**src/rtl/chm_pkg.sv**
```systemverilog
// ----------------------------------------------------------------------------
// chm_pkg
// Types, codes and sizes shared by the chained hash map engine.
// ----------------------------------------------------------------------------
package chm_pkg;

    localparam int MAX_BUCKETS  = 1024;
    localparam int POOL_ENTRIES = 4096;

    localparam int BKT_W   = $clog2(MAX_BUCKETS);
    localparam int DIV_W   = $clog2(MAX_BUCKETS) + 1;
    localparam int IDX_W   = $clog2(POOL_ENTRIES) + 1;
    localparam int PIDX_W  = $clog2(POOL_ENTRIES);
    localparam int CFG_W   = 11;
    localparam int TOTAL_W = 13;

    localparam int KEY_W      = 64;
    localparam int DIGIT_BITS = 4;
    localparam int DIV_STEPS  = KEY_W / DIGIT_BITS;
    localparam int CNT_W      = $clog2(DIV_STEPS + 1);

    localparam logic [IDX_W-1:0] NIL_LINK = IDX_W'(POOL_ENTRIES);

    localparam logic [2:0] OP_LOOKUP = 3'd0;
    localparam logic [2:0] OP_PUT    = 3'd1;
    localparam logic [2:0] OP_DELETE = 3'd2;
    localparam logic [2:0] OP_TAKE   = 3'd3;
    localparam logic [2:0] OP_CLEAR  = 3'd4;

    localparam logic [1:0] STAT_OK   = 2'd0;
    localparam logic [1:0] STAT_MISS = 2'd1;
    localparam logic [1:0] STAT_FULL = 2'd2;

    typedef struct packed {
        logic [2:0]  op;
        logic [63:0] key;
        logic [63:0] value;
        logic [31:0] value_size;
        logic        owned;
    } chm_in_t;

    typedef struct packed {
        logic [1:0]         status;
        logic               found;
        logic [63:0]        found_value;
        logic [31:0]        found_size;
        logic               release_valid;
        logic [63:0]        release_value;
        logic [TOTAL_W-1:0] entry_total;
    } chm_out_t;

    typedef struct packed {
        chm_in_t          item;
        logic [BKT_W-1:0] bucket;
    } chm_cmd_t;

    typedef struct packed {
        logic [63:0] key;
        logic [63:0] value;
        logic [31:0] size;
        logic        owned;
    } chm_entry_t;

    typedef enum logic [3:0] {
        BK_CLEAR,
        BK_IDLE,
        BK_HEAD,
        BK_WALK,
        BK_ENTRY,
        BK_UNLINK,
        BK_ALLOC,
        BK_INSERT,
        BK_LINK,
        BK_DONE
    } back_state_t;

endpackage

```
**src/rtl/chm_queue.sv**
```systemverilog
// ----------------------------------------------------------------------------
// chm_queue
// Two-entry command queue between the front and the back.
// ----------------------------------------------------------------------------
module chm_queue (
    input  logic              aclk,
    input  logic              aresetn,
    input  logic              in_valid,
    output logic              in_ready,
    input  chm_pkg::chm_cmd_t in_data,
    output logic              out_valid,
    input  logic              out_ready,
    output chm_pkg::chm_cmd_t out_data
);
    import chm_pkg::*;

    chm_cmd_t   slot_reg [2];
    logic       wr_ptr_reg, wr_ptr_next;
    logic       rd_ptr_reg, rd_ptr_next;
    logic [1:0] fill_reg, fill_next;
    logic       push, pop;

    assign in_ready  = (fill_reg != 2'd2);
    assign out_valid = (fill_reg != 2'd0);
    assign out_data  = slot_reg[rd_ptr_reg];
    assign push      = in_valid && in_ready;
    assign pop       = out_valid && out_ready;

    always_comb begin
        wr_ptr_next = push ? !wr_ptr_reg : wr_ptr_reg;
        rd_ptr_next = pop ? !rd_ptr_reg : rd_ptr_reg;
        fill_next   = fill_reg + 2'(push) - 2'(pop);
    end

    always_ff @(posedge aclk) begin
        if (!aresetn) begin
            wr_ptr_reg <= 1'b0;
            rd_ptr_reg <= 1'b0;
            fill_reg   <= '0;
        end else begin
            wr_ptr_reg <= wr_ptr_next;
            rd_ptr_reg <= rd_ptr_next;
            fill_reg   <= fill_next;
        end
        if (push) begin
            slot_reg[wr_ptr_reg] <= in_data;
        end
    end
endmodule

```
**config.mk**
```make
export PLATFORM = sky130hd
export DESIGN_NAME = chm_queue
export DESIGN_NICKNAME = d
export VERILOG_FILES = /design/src/rtl/chm_pkg.sv /design/src/rtl/chm_queue.sv
export SDC_FILE = /design/constraint.sdc
export NUM_CORES = 1
export LEC_CHECK = 0
export BUFFER_PORTS_ARGS = -buffer_cell sky130_fd_sc_hd__buf_2
export CAP_MARGIN = 20
export CORE_MARGIN = 1
export CORE_UTILIZATION = 25
export DETAILED_ROUTE_END_ITERATION = 12
export PLACE_DENSITY = 0.52
export RECOVER_POWER = 25
export SLEW_MARGIN = 30
export SYNTH_ARGS = -nofsm -noshare
export SYNTH_HDL_FRONTEND = slang
export SYNTH_SLANG_ARGS = --single-unit
```
**constraint.sdc**
```tcl
create_clock -name aclk -period 4.7 [get_ports aclk]
set_input_delay 0.235 -clock aclk [delete_from_list [all_inputs] [get_ports aclk]]
set_output_delay 0.235 -clock aclk [all_outputs]
set_load 0.02 [all_outputs]
```
==> summary.txt <==
Die
  – Initial core utilization: 25.42%
  – Core ar.: 50380 sq um
  – Die Ht: 228.3 microns
  – Horiz. Die Dim: 228.3 microns
  – Number of I/O pins: 354
  – Die footprint: 52120 sq um
  – FP Rows: 82

Clock tree
  – CTS buffer count: 38
  – CTS tree: built
  – Worst-path clk slew: 60 ps
  – Clock root buffer: clkbuf_16
  – Post-CTS Resized: 0
  – Worst-Skew Late Latency: 530 ps
  – CTS Hold Buffers Added: 175
  – Clock sink count: 353
  – Clk buf depth: 3
  – Setup Buffers After CTS: 0
  – H-tree depth: 2

Yosys
  – Seq/Total Area, Yosys: 82.40%
  – Distinct cells, synth: 25
  – FF+latch count, synth: 353
  – Synthesized instance count: 571
  – Syn Area/Cell: 22.42 sq um
  – Netlist Area Pre-Place: 12800 sq um
  – Syn. warnings: 0
  – Syn_nets: 750

Final layout
  – Final Instance Area: 18240 sq um
  – Post-Layout Cell Count: 1828
  – Area grow syn2layout: 42.42%
  – # diodes: 0
  – Max reg flops: 348
  – Layout cells sized above 1: 38.24%
  – Commonest non-fill, non-tap cell in the layout: edfxtp_1
  – Final core utilization: 36.20%
  – Final #Nets: 1305
  – Commonest cells after routing, fill and taps aside: edfxtp_1, buf_2, dlygate4sd3_1

GRT
  – Global-route wire length before repair: 43480 microns
  – Initial antenna violation count: 1
  – Global route hottest layer: met2
  – Met2 usage: 17.59%
  – Met3 usage: 3.655%
  – GRT overflow: 0
  – Largest net degree at the start of global routing: 97
  – Gr usage total: 10.71%
  – Vias in the first global route: 7790
  – M1 GR Usage: 12.76%

Timing
  – Final setup fails: 0
  – Skew final: 10.16 ps
  – Post-route clock period utilization: 58.84%
  – Final Hold Viols: 0
  – Relative slew slack: 48.17%
  – Fin. max-slew vios: 0
  – Slew @ Worst Pin: 777.5 ps
  – Max Freq: 361.6 MHz
  – Setup Total Neg Slack: 0 ps
  – RSZ-0062 raised after global routing: false
  – Final min period: 2766 ps

Place
  – GPL Wtd Cong: 0.7414
  – Placed cell area: 15380 sq um
  – PortBufs: 353
  – Placed Cells: 1583
  – Detail Placement HPWL: 17300 microns

Drt
  – Initial DRC Count: 263
  – First-pass DRT Iterations: 5
  – ANT nets after route: 0
  – Via count: 7170
  – Vias per cell: 3.922
  – Post-route DRC: 0
  – Drt total wl: 28010 microns
  – Wirelength per Cell: 15.32 microns

Pwr
  – Comb pwr share: 21.9%
  – Peak VDD IR: 0.3132 mV
  – Leak pwr: 6.601 nW
  – Sequential share of power: 45.6%
  – Switching power: 2.404 mW
  – Int Pwr: 6.237 mW
  – Pwr dens: 473.9 nW/um^2
  – Switching share of power: 27.82%
  – Clock power frac: 32.5%

Worst setup path
  – CP cell instances: buf_12 > mux2_1 > buf_2
  – Internal reg-to-reg setup slack: 2490 ps
  – Type of origin of the critical path: register
  – Worst Path Required: 4470 ps
  – Worst reg2reg path depth: 4
  – CP arrival: 2530 ps
  – Critical path depth: 3
  – R2R Path End: slot_reg[0][116]
  – Cell family with most CP delay: flip-flops
  – CP endpoint: out_data[13]
  – CP max FO: 87
  – Setup crit end kind: primary output
  – Kind of critical path: register to primary output
  – Reg2Reg Launch Point: fill_reg[0]
  – Crit-path max cell delay: 830 ps
  – Slowest cell on the critical path: dfxtp_4
  – WP buf/inv: 2

Outcome
  – Status: complete, no violations

Hold path
  – Min-delay worst type: input pin to register
  – Hold path depth: 3

Flow run
  – Max Cap Viol: 0
kinds of logic after synthesis:
family | Yosys count | share of synthesized area [%]
buffers and inverters | 21 | 1.114
AOI/OAI and AO/OA | 6 | 0.3420
xor gates and xnor gates | 1 | 0.06842
muxes | 174 | 15.30
DFF | 353 | 82.40
and+or+nand+nor | 15 | 0.6743
adders and majority gates | 1 | 0.09771
metal layers:
layer | routed length (microns) | vias to the layer above | share of wire, %
met2 | 13280 | 237 | 47
met5 | 13 | - | 0.046
li1 | - | 3400 | -
met4 | 757 | 2 | 2.7
met1 | 11840 | 3477 | 42
met3 | 2126 | 54 | 7.6
worst min path at each step:
stage	to	slack (ps)	start
2_1_floorplan	slot_reg[0][0]	330	in_data[0]
3_3_place_gp	slot_reg[0][130]	420	in_data[130]
3_5_place_dp	slot_reg[0][8]	430	in_data[8]
4_1_cts	wr_ptr_reg	50	in_valid
5_1_grt	wr_ptr_reg	100	in_valid
6_report	wr_ptr_reg	110	in_valid
tightest hold or removal path, stage by stage:
cell and delay [ps]:
buf_2 160, a21bo_2 140, a21oi_1 50
per-stage QoR:
stage / setup slack (ps) / hold slack, ps / power, mW
final: 1934 / 107.6 / 8.641
after global routing: 1702 / 103.0 / 9.050
after CTS: 1786 / 48.10 / 8.816
after detailed placement: 2389 / 425.7 / 5.825
after global placement: 2406 / 422.3 / 5.812
after floorplan: 2.602 / 333.9 / 5.214
synth_stat cells (all sizes together):
| cell | count | area [sq um] |
|---|---|---|
| nor2 | 4 | 15.01 |
| o21ba | 1 | 10.01 |
| mux2 | 174 | 1959 |
| nor3 | 1 | 5.000 |
| nand3b | 1 | 7.510 |
| edfxtp | 348 | 10450 |
| xor2 | 1 | 8.760 |
| ha | 1 | 12.51 |
| a21bo | 1 | 10.01 |
| o21ai | 2 | 10.01 |
| dfxtp | 5 | 100.1 |
| nand3 | 1 | 5.000 |
| nor4 | 1 | 6.260 |
| nor2b | 1 | 6.260 |
| o31a | 1 | 8.760 |
| or2 | 1 | 6.260 |
| and2 | 1 | 6.260 |
| nand2b | 1 | 6.260 |
| buf | 19 | 135.1 |
| and3 | 2 | 12.51 |
| nor4bb | 1 | 10.01 |
| a21oi | 1 | 5.000 |
| inv | 2 | 7.510 |
power by group through the flow:
stage	logic, mW	registers (mW)	clock network (mW)
3_3_place_gp	1.80	4.01	0
3_5_place_dp	1.81	4.02	0
4_1_cts	1.94	3.95	2.93
2_1_floorplan	1.24	3.97	0
6_report	1.89	3.94	2.81
5_1_grt	2.03	3.98	3.05
layout make-up:
class / count / area [sq um]
fillers: 4853 / 32140
inverters: 2 / 12.51
clock buffers: 55 / 1079
multi-input cells: 197 / 2116
clock inverters: 15 / 95.09
well taps: 672 / 840.8
repair buffers: 534 / 3538
flip-flops and latches: 353 / 10550
No activity file was read; power rests on OpenSTA's default activity.
