**src/rtl/chm_pkg.sv**
```systemverilog
// ----------------------------------------------------------------------------
// chm_pkg
// Types, codes and sizes shared by the chained hash map engine.
// ----------------------------------------------------------------------------
package chm_pkg;

    localparam int MAX_BUCKETS  = 1024;
    localparam int POOL_ENTRIES = 4096;

    localparam int BKT_W   = $clog2(MAX_BUCKETS);
    localparam int DIV_W   = $clog2(MAX_BUCKETS) + 1;
    localparam int IDX_W   = $clog2(POOL_ENTRIES) + 1;
    localparam int PIDX_W  = $clog2(POOL_ENTRIES);
    localparam int CFG_W   = 11;
    localparam int TOTAL_W = 13;

    localparam int KEY_W      = 64;
    localparam int DIGIT_BITS = 4;
    localparam int DIV_STEPS  = KEY_W / DIGIT_BITS;
    localparam int CNT_W      = $clog2(DIV_STEPS + 1);

    localparam logic [IDX_W-1:0] NIL_LINK = IDX_W'(POOL_ENTRIES);

    localparam logic [2:0] OP_LOOKUP = 3'd0;
    localparam logic [2:0] OP_PUT    = 3'd1;
    localparam logic [2:0] OP_DELETE = 3'd2;
    localparam logic [2:0] OP_TAKE   = 3'd3;
    localparam logic [2:0] OP_CLEAR  = 3'd4;

    localparam logic [1:0] STAT_OK   = 2'd0;
    localparam logic [1:0] STAT_MISS = 2'd1;
    localparam logic [1:0] STAT_FULL = 2'd2;

    typedef struct packed {
        logic [2:0]  op;
        logic [63:0] key;
        logic [63:0] value;
        logic [31:0] value_size;
        logic        owned;
    } chm_in_t;

    typedef struct packed {
        logic [1:0]         status;
        logic               found;
        logic [63:0]        found_value;
        logic [31:0]        found_size;
        logic               release_valid;
        logic [63:0]        release_value;
        logic [TOTAL_W-1:0] entry_total;
    } chm_out_t;

    typedef struct packed {
        chm_in_t          item;
        logic [BKT_W-1:0] bucket;
    } chm_cmd_t;

    typedef struct packed {
        logic [63:0] key;
        logic [63:0] value;
        logic [31:0] size;
        logic        owned;
    } chm_entry_t;

    typedef enum logic [3:0] {
        BK_CLEAR,
        BK_IDLE,
        BK_HEAD,
        BK_WALK,
        BK_ENTRY,
        BK_UNLINK,
        BK_ALLOC,
        BK_INSERT,
        BK_LINK,
        BK_DONE
    } back_state_t;

endpackage

```
**src/rtl/chm_front.sv**
```systemverilog
// ----------------------------------------------------------------------------
// chm_front
// Accepts items and reduces the key modulo the bucket count, four bits a cycle.
// ----------------------------------------------------------------------------
module chm_front (
    input  logic                  aclk,
    input  logic                  aresetn,
    input  logic                  init_done,
    input  logic [chm_pkg::CFG_W-1:0] bucket_count,
    input  logic                  s_valid,
    output logic                  s_ready,
    input  chm_pkg::chm_in_t      s_data,
    output logic                  q_valid,
    input  logic                  q_ready,
    output chm_pkg::chm_cmd_t     q_data
);
    import chm_pkg::*;

    logic              busy_reg, busy_next;
    logic [CNT_W-1:0]  cnt_reg, cnt_next;
    chm_in_t           item_reg, item_next;
    logic [KEY_W-1:0]  key_sh_reg, key_sh_next;
    logic [DIV_W-1:0]  rem_reg, rem_next;
    logic [DIV_W-1:0]  div_reg, div_next;
    logic [DIV_W-1:0]  div_clamped;
    logic [DIV_W:0]    trial;
    logic [DIV_W-1:0]  rem_work;
    logic              div_done;

    // Zero acts as one bucket, oversize values as the largest count
    always_comb begin
        if (bucket_count == '0) begin
            div_clamped = DIV_W'(1);
        end else if (32'(bucket_count) > 32'(MAX_BUCKETS)) begin
            div_clamped = DIV_W'(MAX_BUCKETS);
        end else begin
            div_clamped = DIV_W'(bucket_count);
        end
    end

    assign div_done = (cnt_reg == CNT_W'(DIV_STEPS));
    assign s_ready  = init_done && !busy_reg;
    assign q_valid  = busy_reg && div_done;
    assign q_data   = '{item: item_reg, bucket: rem_reg[BKT_W-1:0]};

    always_comb begin
        busy_next   = busy_reg;
        cnt_next    = cnt_reg;
        item_next   = item_reg;
        key_sh_next = key_sh_reg;
        rem_next    = rem_reg;
        div_next    = div_reg;
        rem_work    = rem_reg;
        trial       = '0;

        if (s_valid && s_ready) begin
            busy_next   = 1'b1;
            cnt_next    = '0;
            item_next   = s_data;
            key_sh_next = s_data.key;
            rem_next    = '0;
            div_next    = div_clamped;
        end else if (busy_reg && !div_done) begin
            // restoring division, one key bit per step
            for (int i = 0; i < DIGIT_BITS; i++) begin
                trial = {rem_work, key_sh_reg[KEY_W-1-i]};
                if (trial >= {1'b0, div_reg}) begin
                    trial = trial - {1'b0, div_reg};
                end
                rem_work = trial[DIV_W-1:0];
            end
            rem_next    = rem_work;
            key_sh_next = key_sh_reg << DIGIT_BITS;
            cnt_next    = cnt_reg + CNT_W'(1);
        end else if (q_valid && q_ready) begin
            busy_next = 1'b0;
        end
    end

    always_ff @(posedge aclk) begin
        if (!aresetn) begin
            busy_reg <= 1'b0;
            cnt_reg  <= '0;
        end else begin
            busy_reg <= busy_next;
            cnt_reg  <= cnt_next;
        end
        item_reg   <= item_next;
        key_sh_reg <= key_sh_next;
        rem_reg    <= rem_next;
        div_reg    <= div_next;
    end
endmodule

```
**config.mk**
```make
export PLATFORM = sky130hd
export DESIGN_NAME = chm_front
export DESIGN_NICKNAME = d
export VERILOG_FILES = /design/src/rtl/chm_pkg.sv /design/src/rtl/chm_front.sv
export SDC_FILE = /design/constraint.sdc
export NUM_CORES = 1
export LEC_CHECK = 0
export ABC_AREA = 0
export BUFFER_PORTS_ARGS = -buffer_cell sky130_fd_sc_hd__buf_2
export CORE_MARGIN = 2
export CORE_UTILIZATION = 46
export CTS_BUF_LIST = sky130_fd_sc_hd__clkbuf_4 sky130_fd_sc_hd__clkbuf_8 sky130_fd_sc_hd__clkbuf_16
export CTS_CLUSTER_SIZE = 28
export DETAILED_ROUTE_END_ITERATION = 10
export GPL_ROUTABILITY_DRIVEN = 0
export PLACE_DENSITY = 0.87
export SETUP_SLACK_MARGIN = 0.02
export SLEW_MARGIN = 20
export SYNTH_ARGS = -nofsm -noshare
export SYNTH_HDL_FRONTEND = slang
export SYNTH_SLANG_ARGS = --single-unit
```
**constraint.sdc**
```tcl
create_clock -name aclk -period 7.19 [get_ports aclk]
set_clock_uncertainty 0.2 [all_clocks]
set_input_delay 1.0785 -clock aclk [delete_from_list [all_inputs] [get_ports aclk]]
set_output_delay 1.0785 -clock aclk [all_outputs]
set_load 0.02 [all_outputs]
```
==> results of run 1 <==
-- repair_timing --
action | in CTS | in global routing
gates resized for setup | 27 | 17
pin swaps | 19 | 16
buffers inserted | 10 | 6
setup endpoints to repair | 11 | 11
cloned | 1 | 0
-- per-stage QoR --
stage          instances  cell area, um^2  hold slack, ps  TNS [ps]
2_1_floorplan        754            11500             233      -269
3_3_place_gp        1527            14400             282     -2650
3_5_place_dp        1527            14400             301     -6450
4_1_cts             1588            15600             314     -1300
5_1_grt             1597            15700             352     -6560
6_report            1597            15700             317     -3470
-- synth_stat cells (7+ instances only) --
master / number
a21o_1: 11
a21oi_1: 25
and3_1: 7
buf_4: 11
clkbuf_1: 9
dfxtp_1: 17
edfxtp_1: 239
ha_1: 46
inv_1: 35
mux2_2: 80
mux2i_1: 8
nand2_1: 27
nand2b_1: 8
nand3_1: 12
nand4_1: 23
nor2_1: 27
nor2b_1: 19
o211ai_1: 10
o21a_1: 11
o21ai_0: 20
xnor2_1: 13
xor2_1: 14
-- cells by family (layout without fill, tap and decap cells) --
group,after synthesis,after routing
XOR/XNOR,27,27
flip-flops,256,256
AND/OR/NAND/NOR,151,152
other,0,3
adder cells (fa/ha/maj),50,50
buffers and inverters,63,578
multiplexers,88,88
AO/OA/AOI/OAI,119,119
-- worst max-delay path, delay by kind of cell (launching register included) --
| kind | cells | cell delay (ps) |
|---|---|---|
| AO/OA/AOI/OAI | 13 | 2570 |
| adder cells (fa/ha/maj) | 5 | 1530 |
| flip-flops | 1 | 350 |
| multiplexers | 1 | 310 |
| AND/OR/NAND/NOR | 11 | 1620 |
| buffers and inverters | 7 | 880 |
-- layer usage --
layer | GRT usage | wire, um | up-vias
met4 | 0.109 | 1630 | 2
met2 | 0.421 | 16100 | 475
met5 | 0 | 17 | -
met1 | 0.294 | 12200 | 4140
met3 | 0.0718 | 3350 | 118
li1 | - | - | 3896
-- cell type report --
type / count / area, um^2
fillers: 1702 / 8520
clock inverters: 20 / 260
well taps: 324 / 405
diodes: 3 / 7.51
inverters: 35 / 131
repair buffers: 493 / 2830
multi-input cells: 436 / 3870
flip-flops and latches: 256 / 7520
clock buffers: 30 / 698
-- worst max-delay path by stage --
stage / start / endpoint / slack, ps / depth (start not counted)
2_1_floorplan: div_reg[0] / rem_reg[10] / -30 / 34
3_3_place_gp: div_reg[0] / rem_reg[4] / -280 / 36
3_5_place_dp: div_reg[0] / rem_reg[5] / -680 / 36
4_1_cts: div_reg[0] / rem_reg[5] / -160 / 34
5_1_grt: div_reg[0] / rem_reg[1] / -670 / 35
6_report: key_sh_reg[63] / rem_reg[1] / -360 / 37
==> results.py, run 1 <==
metrics = {
    "floorplanning": {
        "core_area_um2": 24200,
        "die_y_um": 161,
        "start_util": 0.466,
        "die_x_um": 161,
        "ios": 356,
        "rows": 57,
        "die_area_um2": 25900,
    },
    "grt": {
        "grt_max_degree": 132,
        "grt_pass1_wl_um": 48800,
        "antenna_found_initial": 3,
        "grt_pass1_vias": 8823,
        "grtUsageTotal": 0.248,
        "grt_overflow": 0,
    },
    "critical_path": {
        "crit_type": "flip-flop to flip-flop",
        "rr_worst_depth": 37,
        "slowest_stage": "fa_2",
        "r2r_end": "rem_reg[1]",
        "cpPeakStageDelay_ps": 390,
        "r2r-start": "key_sh_reg[63]",
        "rrSetupSlack_ps": -360,
        "worstPathRequired_ps": 7430,
        "path_max_fanout": 8,
        "cpMostUsedCell": "buf_4",
        "worst_setup_path_end_kind": "flip-flop",
        "start_kind": "flip-flop",
        "arrival_ps": 7790,
    },
    "clocking": {
        "cts_buffers": 27,
        "tritoncts": "yes",
        "clkLatencyLatePin_ps": 540,
        "ctsLongestPathBuffers": 3,
        "holdBufCountCts": 0,
        "htreeDepth": 1,
        "cts-root-buf": "clkbuf_16",
        "cts.sinks": 256,
        "clk_pin_slew_ps": 60,
    },
    "synth": {
        "synth-simple-area-share": 0.0714,
        "synth_edf_count": 239,
        "synth_top_area_frac": 0.635,
        "synth_xor_area_frac": 0.0209,
        "synth.area.top_cells": "edfxtp_1 (63%), mux2_2 (8.0%), ha_1 (5.1%)",
        "synth_flop_cell": "edfxtp_1",
        "synthMuxAreaShare": 0.0867,
        "yosys_warnings": 0,
        "syn_area_um2": 11300,
        "syn_nets": 984,
        "synth_top_cell_by_area": "edfxtp_1",
        "synth_cell_types": 57,
        "ys_ff_latch": 256,
        "synth_top_family_by_area": "multiplexers",
        "synth-async-reset-ratio": 0,
        "netlist_instances": 754,
        "synth.yosys.seq_area_share": 0.665,
        "avgSynthCellArea_um2": 15.0,
        "synth-adder-area-share": 0.0580,
        "synth_compound_area_frac": 0.0724,
    },
    "place": {
        "io_buffer_count": 355,
        "hpwl_um": 24900,
        "dp_slack_ps": -676,
    },
    "finish": {
        "syn2layout_area_growth_pct": 39.0,
        "final_core_util": 0.648,
        "final_common_cell": "buf_2",
        "final_cell_mix": "buf_2 (355), edfxtp_1 (239), buf_4 (136), mux2_2 (73), ha_1 (38)",
        "fin_nets": 1479,
        "largest_reg_flops": 164,
        "drive_above_1_share": 0.532,
    },
    "drt": {
        "drtAntennaViolNets": 0,
        "wirelength_um": 33400,
        "via_per_inst": 5.40,
        "drtIter0Drc": 820,
        "via_count": 8631,
        "avgRoutedWirePerCell_um": 20.9,
        "drc_errors": 0,
        "first_pass_iters": 5,
    },
    "sta": {
        "final-setup-viol-count": 11,
        "fin_crit_ps": 7550,
        "fin_ws_ps": -359,
        "min_period_over_period": 1.05,
        "drv_slew": 0,
        "fmax_mhz": 132,
        "finalHoldViolCount": 0,
        "slew_headroom": 0.270,
        "rsz0062_at_grt": "true",
        "worst_slew_pin_slew_ps": 1080,
    },
    "outcome": {
        "status": "finished with violations",
        "violations": "negative setup slack",
    },
    "job": {
        "cap_violations": 0,
    },
    "worst_hold_path": {
        "hold_depth": 2,
        "hp-start": "cnt_reg[4]",
        "hp-class": "flip-flop to flip-flop",
        "holdPathEnd": "cnt_reg[4]",
    },
}
Power of run 1 is left out: the tool's default activity adds up to more than one toggle a clock period on the data nets, which glitch-free logic cannot reach.
==> run 2, diff against run 1 <==
--- a/config.mk
+++ b/config.mk
@@ -8,12 +8,12 @@
 export ABC_AREA = 0
 export BUFFER_PORTS_ARGS = -buffer_cell sky130_fd_sc_hd__buf_2
 export CORE_MARGIN = 2
-export CORE_UTILIZATION = 46
+export CORE_UTILIZATION = 55
 export CTS_BUF_LIST = sky130_fd_sc_hd__clkbuf_4 sky130_fd_sc_hd__clkbuf_8 sky130_fd_sc_hd__clkbuf_16
 export CTS_CLUSTER_SIZE = 28
 export DETAILED_ROUTE_END_ITERATION = 10
 export GPL_ROUTABILITY_DRIVEN = 0
-export PLACE_DENSITY = 0.87
+export PLACE_DENSITY = 0.95
 export SETUP_SLACK_MARGIN = 0.02
 export SLEW_MARGIN = 20
 export SYNTH_ARGS = -nofsm -noshare
==> constraint.sdc (replaced) <==
create_clock -name aclk -period 9.6 [get_ports aclk]
set_clock_uncertainty 0.2 [all_clocks]
set_input_delay 1.44 -clock aclk [delete_from_list [all_inputs] [get_ports aclk]]
set_output_delay 1.44 -clock aclk [all_outputs]
set_load 0.02 [all_outputs]
==> results.py, run 2 (synthesized netlist as in run 1, its figures left out) <==
metrics = {
    "outcome": {
        "status": "complete, no violations",
    },
    "sta": {
        "slew_headroom": 0.311,
        "rsz0062_at_grt": "false",
        "final-setup-viol-count": 0,
        "fin_tns_setup_ps": 0,
        "drv_slew": 0,
        "worst_slew_pin_slew_ps": 1030,
        "min_period_over_period": 0.939,
        "fmax_mhz": 111,
        "finalHoldViolCount": 0,
        "fin_crit_ps": 9010,
    },
    "grt": {
        "grtUsageTotal": 0.289,
        "grt_pass1_wl_um": 47200,
        "antenna_found_initial": 7,
        "grt_overflow": 0,
        "grt_busiest_layer": "met2",
        "grt_pass1_vias": 8457,
        "gr-usage-met3": 0.100,
        "met2_usage": 0.464,
        "grtUsageMet1": 0.360,
        "grt_max_degree": 81,
    },
    "clocking": {
        "cts.sinks": 256,
        "htreeDepth": 1,
        "cts_buffers": 27,
        "postCtsSetupBuffers": 0,
        "clkLatencyLatePin_ps": 530,
        "ctsLongestPathBuffers": 3,
        "holdBufCountCts": 0,
        "cts-root-buf": "clkbuf_16",
        "tritoncts": "yes",
        "clk_pin_slew_ps": 60,
    },
    "critical_path": {
        "start_kind": "flip-flop",
        "worstPathRequired_ps": 9820,
        "crit_type": "flip-flop to flip-flop",
        "worst_setup_path_end_kind": "flip-flop",
        "cpPeakStageDelay_ps": 520,
        "slowest_stage": "fa_1",
        "path_max_fanout": 13,
        "cpMostUsedCell": "a21oi_1",
        "arrival_ps": 9230,
    },
    "drt": {
        "drc_errors": 0,
        "wirelength_um": 32400,
        "drtIter0Drc": 819,
        "avgRoutedWirePerCell_um": 22.9,
        "via_count": 8267,
        "first_pass_iters": 5,
        "via_per_inst": 5.84,
        "drtAntennaViolNets": 0,
    },
    "floorplanning": {
        "die_y_um": 147,
        "core_area_um2": 20200,
        "rows": 52,
        "start_util": 0.559,
        "die_x_um": 147,
        "die_area_um2": 21700,
        "ios": 356,
    },
    "finish": {
        "final_area_um2": 14200,
        "final_common_cell": "buf_2",
        "final_cell_mix": "buf_2 (355), edfxtp_1 (239), mux2_2 (80), ha_1 (46), inv_1 (34)",
        "drive_above_1_share": 0.438,
        "largest_reg_flops": 164,
        "syn2layout_area_growth_pct": 25.6,
        "stdcell_count": 1416,
        "fin_nets": 1346,
    },
    "place": {
        "dpl_cell_area_um2": 13300,
        "hpwl_um": 24100,
        "io_buffer_count": 355,
        "placed_cells": 1357,
    },
    "worst_hold_path": {
        "hp-class": "flip-flop to flip-flop",
    },
    "job": {
        "cap_violations": 0,
    },
}
[run 2: cell types whose count changed in the layout (fill, tap and decap cells not counted), moves of 5 or more]
cell       delta
mux2_4        -7
bufinv_16     -5
mux2_2        +7
buf_4       -130
ha_4          -7
ha_1          +8
diode_2       +6
a21oi_2       -5
clkbuf_4      +6
o21ai_0       +6
o311ai_1      +5
a21oi_1       +5
[run 2: cell type report]
class / count / area [um^2]
Antenna cell: 9 / 22.5
Clock buffer: 37 / 768
Clock inverter: 13 / 86.3
Fill cell: 1332 / 6030
Inverter: 35 / 131
Multi-Input combinational cell: 435 / 3520
Sequential cell: 256 / 7520
Tap cell: 270 / 338
Timing Repair Buffer: 361 / 1820
[run 2: through the flow]
step | hold WS (ps) | utilization | setup slack (ps)
2_1_floorplan | 233 | - | 1120
6_report | 299 | 0.702 | 588
5_1_grt | 324 | 0.701 | 105
4_1_cts | 298 | 0.700 | 586
3_3_place_gp | 275 | 0.658 | 1020
3_5_place_dp | 291 | 0.658 | 631
[run 2: worst max-delay path, delay by kind of cell, from the launching register on]
family | cells | cell delay (ps)
AOI/OAI and AO/OA | 14 | 3550
adders and majority gates | 4 | 1660
buffers and inverters | 3 | 510
DFF | 1 | 370
muxes | 1 | 360
and+or+nand+nor | 12 | 2230
[run 2: final timing paths]
check        startpoint         end  slack (ps)  depth (start not counted)
min reg2reg  cnt_reg[1]  cnt_reg[1]         300                          2
max reg2reg  div_reg[5]  rem_reg[7]         590                         34
max          div_reg[5]  rem_reg[7]         590                         34
min          cnt_reg[1]  cnt_reg[1]         300                          2
[run 2: repair_timing]
item                                    CTS  global route
resized for setup                         0             3
endpoints found under the setup margin    0            10
endpoints found under the hold margin     0             0
[run 2: per-layer routing]
metal	vias up	routed length, um
met5	-	21
met2	525	15300
met4	4	1420
met3	109	4060
li1	3636	-
met1	3993	11600
Power of run 2 is left out for the same reason.
==> run 3, diff against run 2 <==
--- a/config.mk
+++ b/config.mk
@@ -13,7 +13,7 @@
 export CTS_CLUSTER_SIZE = 28
 export DETAILED_ROUTE_END_ITERATION = 10
 export GPL_ROUTABILITY_DRIVEN = 0
-export PLACE_DENSITY = 0.95
+export PLACE_DENSITY = 0.81
 export SETUP_SLACK_MARGIN = 0.02
 export SLEW_MARGIN = 20
 export SYNTH_ARGS = -nofsm -noshare
==> results.py, run 3 (synthesized netlist as in run 1, its figures left out) <==
metrics = {
    "critical_path": {
        "rrSetupSlack_ps": 580,
        "r2r-start": "div_reg[5]",
        "cpPeakStageDelay_ps": 510,
        "slowest_stage": "fa_1",
        "r2r_end": "rem_reg[9]",
        "crit_start": "div_reg[5]",
        "worst_setup_path_end_kind": "flip-flop",
        "crit_type": "flip-flop to flip-flop",
        "worstPathRequired_ps": 9800,
        "arrival_ps": 9220,
        "rr_worst_depth": 32,
        "path_max_fanout": 11,
        "start_kind": "flip-flop",
        "critPathCapture": "rem_reg[9]",
        "cpMostUsedCell": "o21ai_0",
    },
    "floorplanning": {
        "start_util": 0.559,
        "die_x_um": 147,
        "die_area_um2": 21700,
        "ios": 356,
        "core_area_um2": 20200,
        "rows": 52,
        "die_y_um": 147,
    },
    "clocking": {
        "clkLatencyLatePin_ps": 520,
        "cts_buffers": 26,
        "postCtsSetupBuffers": 0,
        "cts-root-buf": "clkbuf_16",
        "ctsLongestPathBuffers": 3,
        "clk_pin_slew_ps": 60,
        "cts.sinks": 256,
        "post_cts_resized": 0,
        "htreeDepth": 1,
        "holdBufCountCts": 0,
        "tritoncts": "yes",
    },
    "finish": {
        "final_common_cell": "buf_2",
        "largest_reg_flops": 164,
        "syn2layout_area_growth_pct": 25.8,
        "fin_nets": 1345,
        "final_cell_mix": "buf_2 (355), edfxtp_1 (239), mux2_2 (80), ha_1 (46), inv_1 (34)",
        "drive_above_1_share": 0.435,
    },
    "sta": {
        "fmax_mhz": 111,
        "final-setup-viol-count": 0,
        "slew_headroom": 0.341,
        "drv_slew": 0,
        "fin_tns_setup_ps": 0,
        "finalHoldViolCount": 0,
        "min_period_over_period": 0.939,
        "fin_ws_ps": 585,
        "rsz0062_at_grt": "false",
        "fin_crit_ps": 9020,
        "worst_slew_pin_slew_ps": 985,
    },
    "drt": {
        "drtIter0Drc": 498,
        "avgRoutedWirePerCell_um": 21.7,
        "via_count": 7849,
        "drc_errors": 0,
        "wirelength_um": 30600,
        "drtAntennaViolNets": 0,
        "via_per_inst": 5.57,
        "first_pass_iters": 5,
    },
    "grt": {
        "grt_pass1_vias": 8199,
        "antenna_found_initial": 4,
        "grt_max_degree": 91,
        "grt_pass1_wl_um": 45800,
        "grtUsageTotal": 0.278,
        "grt_overflow": 0,
    },
    "worst_hold_path": {
        "hp-start": "cnt_reg[1]",
        "hp-class": "flip-flop to flip-flop",
        "hold_depth": 2,
    },
    "place": {
        "hpwl_um": 23000,
        "dp_slack_ps": 724,
        "io_buffer_count": 355,
    },
    "job": {
        "cap_violations": 0,
    },
    "outcome": {
        "status": "complete, no violations",
    },
}
run 3: changes by cell type in the layout (fill, tap and decap cells not counted), moves of 2 or more:
cell / previous run / this run
bufinv_16: 0 / 4
clkbuf_4: 9 / 5
clkinv_1: 4 / 6
clkinv_4: 3 / 0
clkinvlp_4: 0 / 2
diode_2: 9 / 3
run 3: layout make-up:
| type | count | area, um^2 |
|---|---|---|
| inverter | 35 | 131 |
| clock inverter | 16 | 178 |
| tap | 270 | 338 |
| sequential | 256 | 7520 |
| timing repair buffer | 361 | 1830 |
| clock buffer | 32 | 713 |
| multi-input combinational | 435 | 3520 |
| antenna | 3 | 7.51 |
| fill | 1416 | 6010 |
run 3: metal layers:
layer | vias to the layer above | global-route usage | wire (um)
li1 | 3631 | - | -
met1 | 3805 | 0.332 | 11400
met2 | 339 | 0.470 | 15300
met3 | 72 | 0.0978 | 2820
met4 | 2 | 0.102 | 1030
met5 | - | 0 | 13
run 3: critical path: cells and delay by family (launching register included):
family | cells | cell delay [ps]
buf+inv | 1 | 210
simple gates | 10 | 2030
mux | 2 | 530
flops | 1 | 390
compound gates | 15 | 4050
fa+ha+maj | 4 | 1480
run 3: how the worst min path moves through the flow:
stage	end
after floorplan	rem_reg[10]
after global placement	cnt_reg[1]
after detailed placement	cnt_reg[1]
after CTS	cnt_reg[1]
after global routing	key_sh_reg[60]
final	cnt_reg[1]
run 3: per-stage QoR:
| step | hold WS, ps | util | cell area, um^2 | instances |
|---|---|---|---|---|
| floorplan | 233 | - | 11300 | 754 |
| global placement | 284 | 0.658 | 13300 | 1357 |
| detailed placement | 307 | 0.658 | 13300 | 1357 |
| CTS | 308 | 0.702 | 14200 | 1405 |
| global route | 351 | 0.703 | 14200 | 1408 |
| finish | 314 | 0.703 | 14200 | 1408 |
Power of run 3 is left out for the same reason.
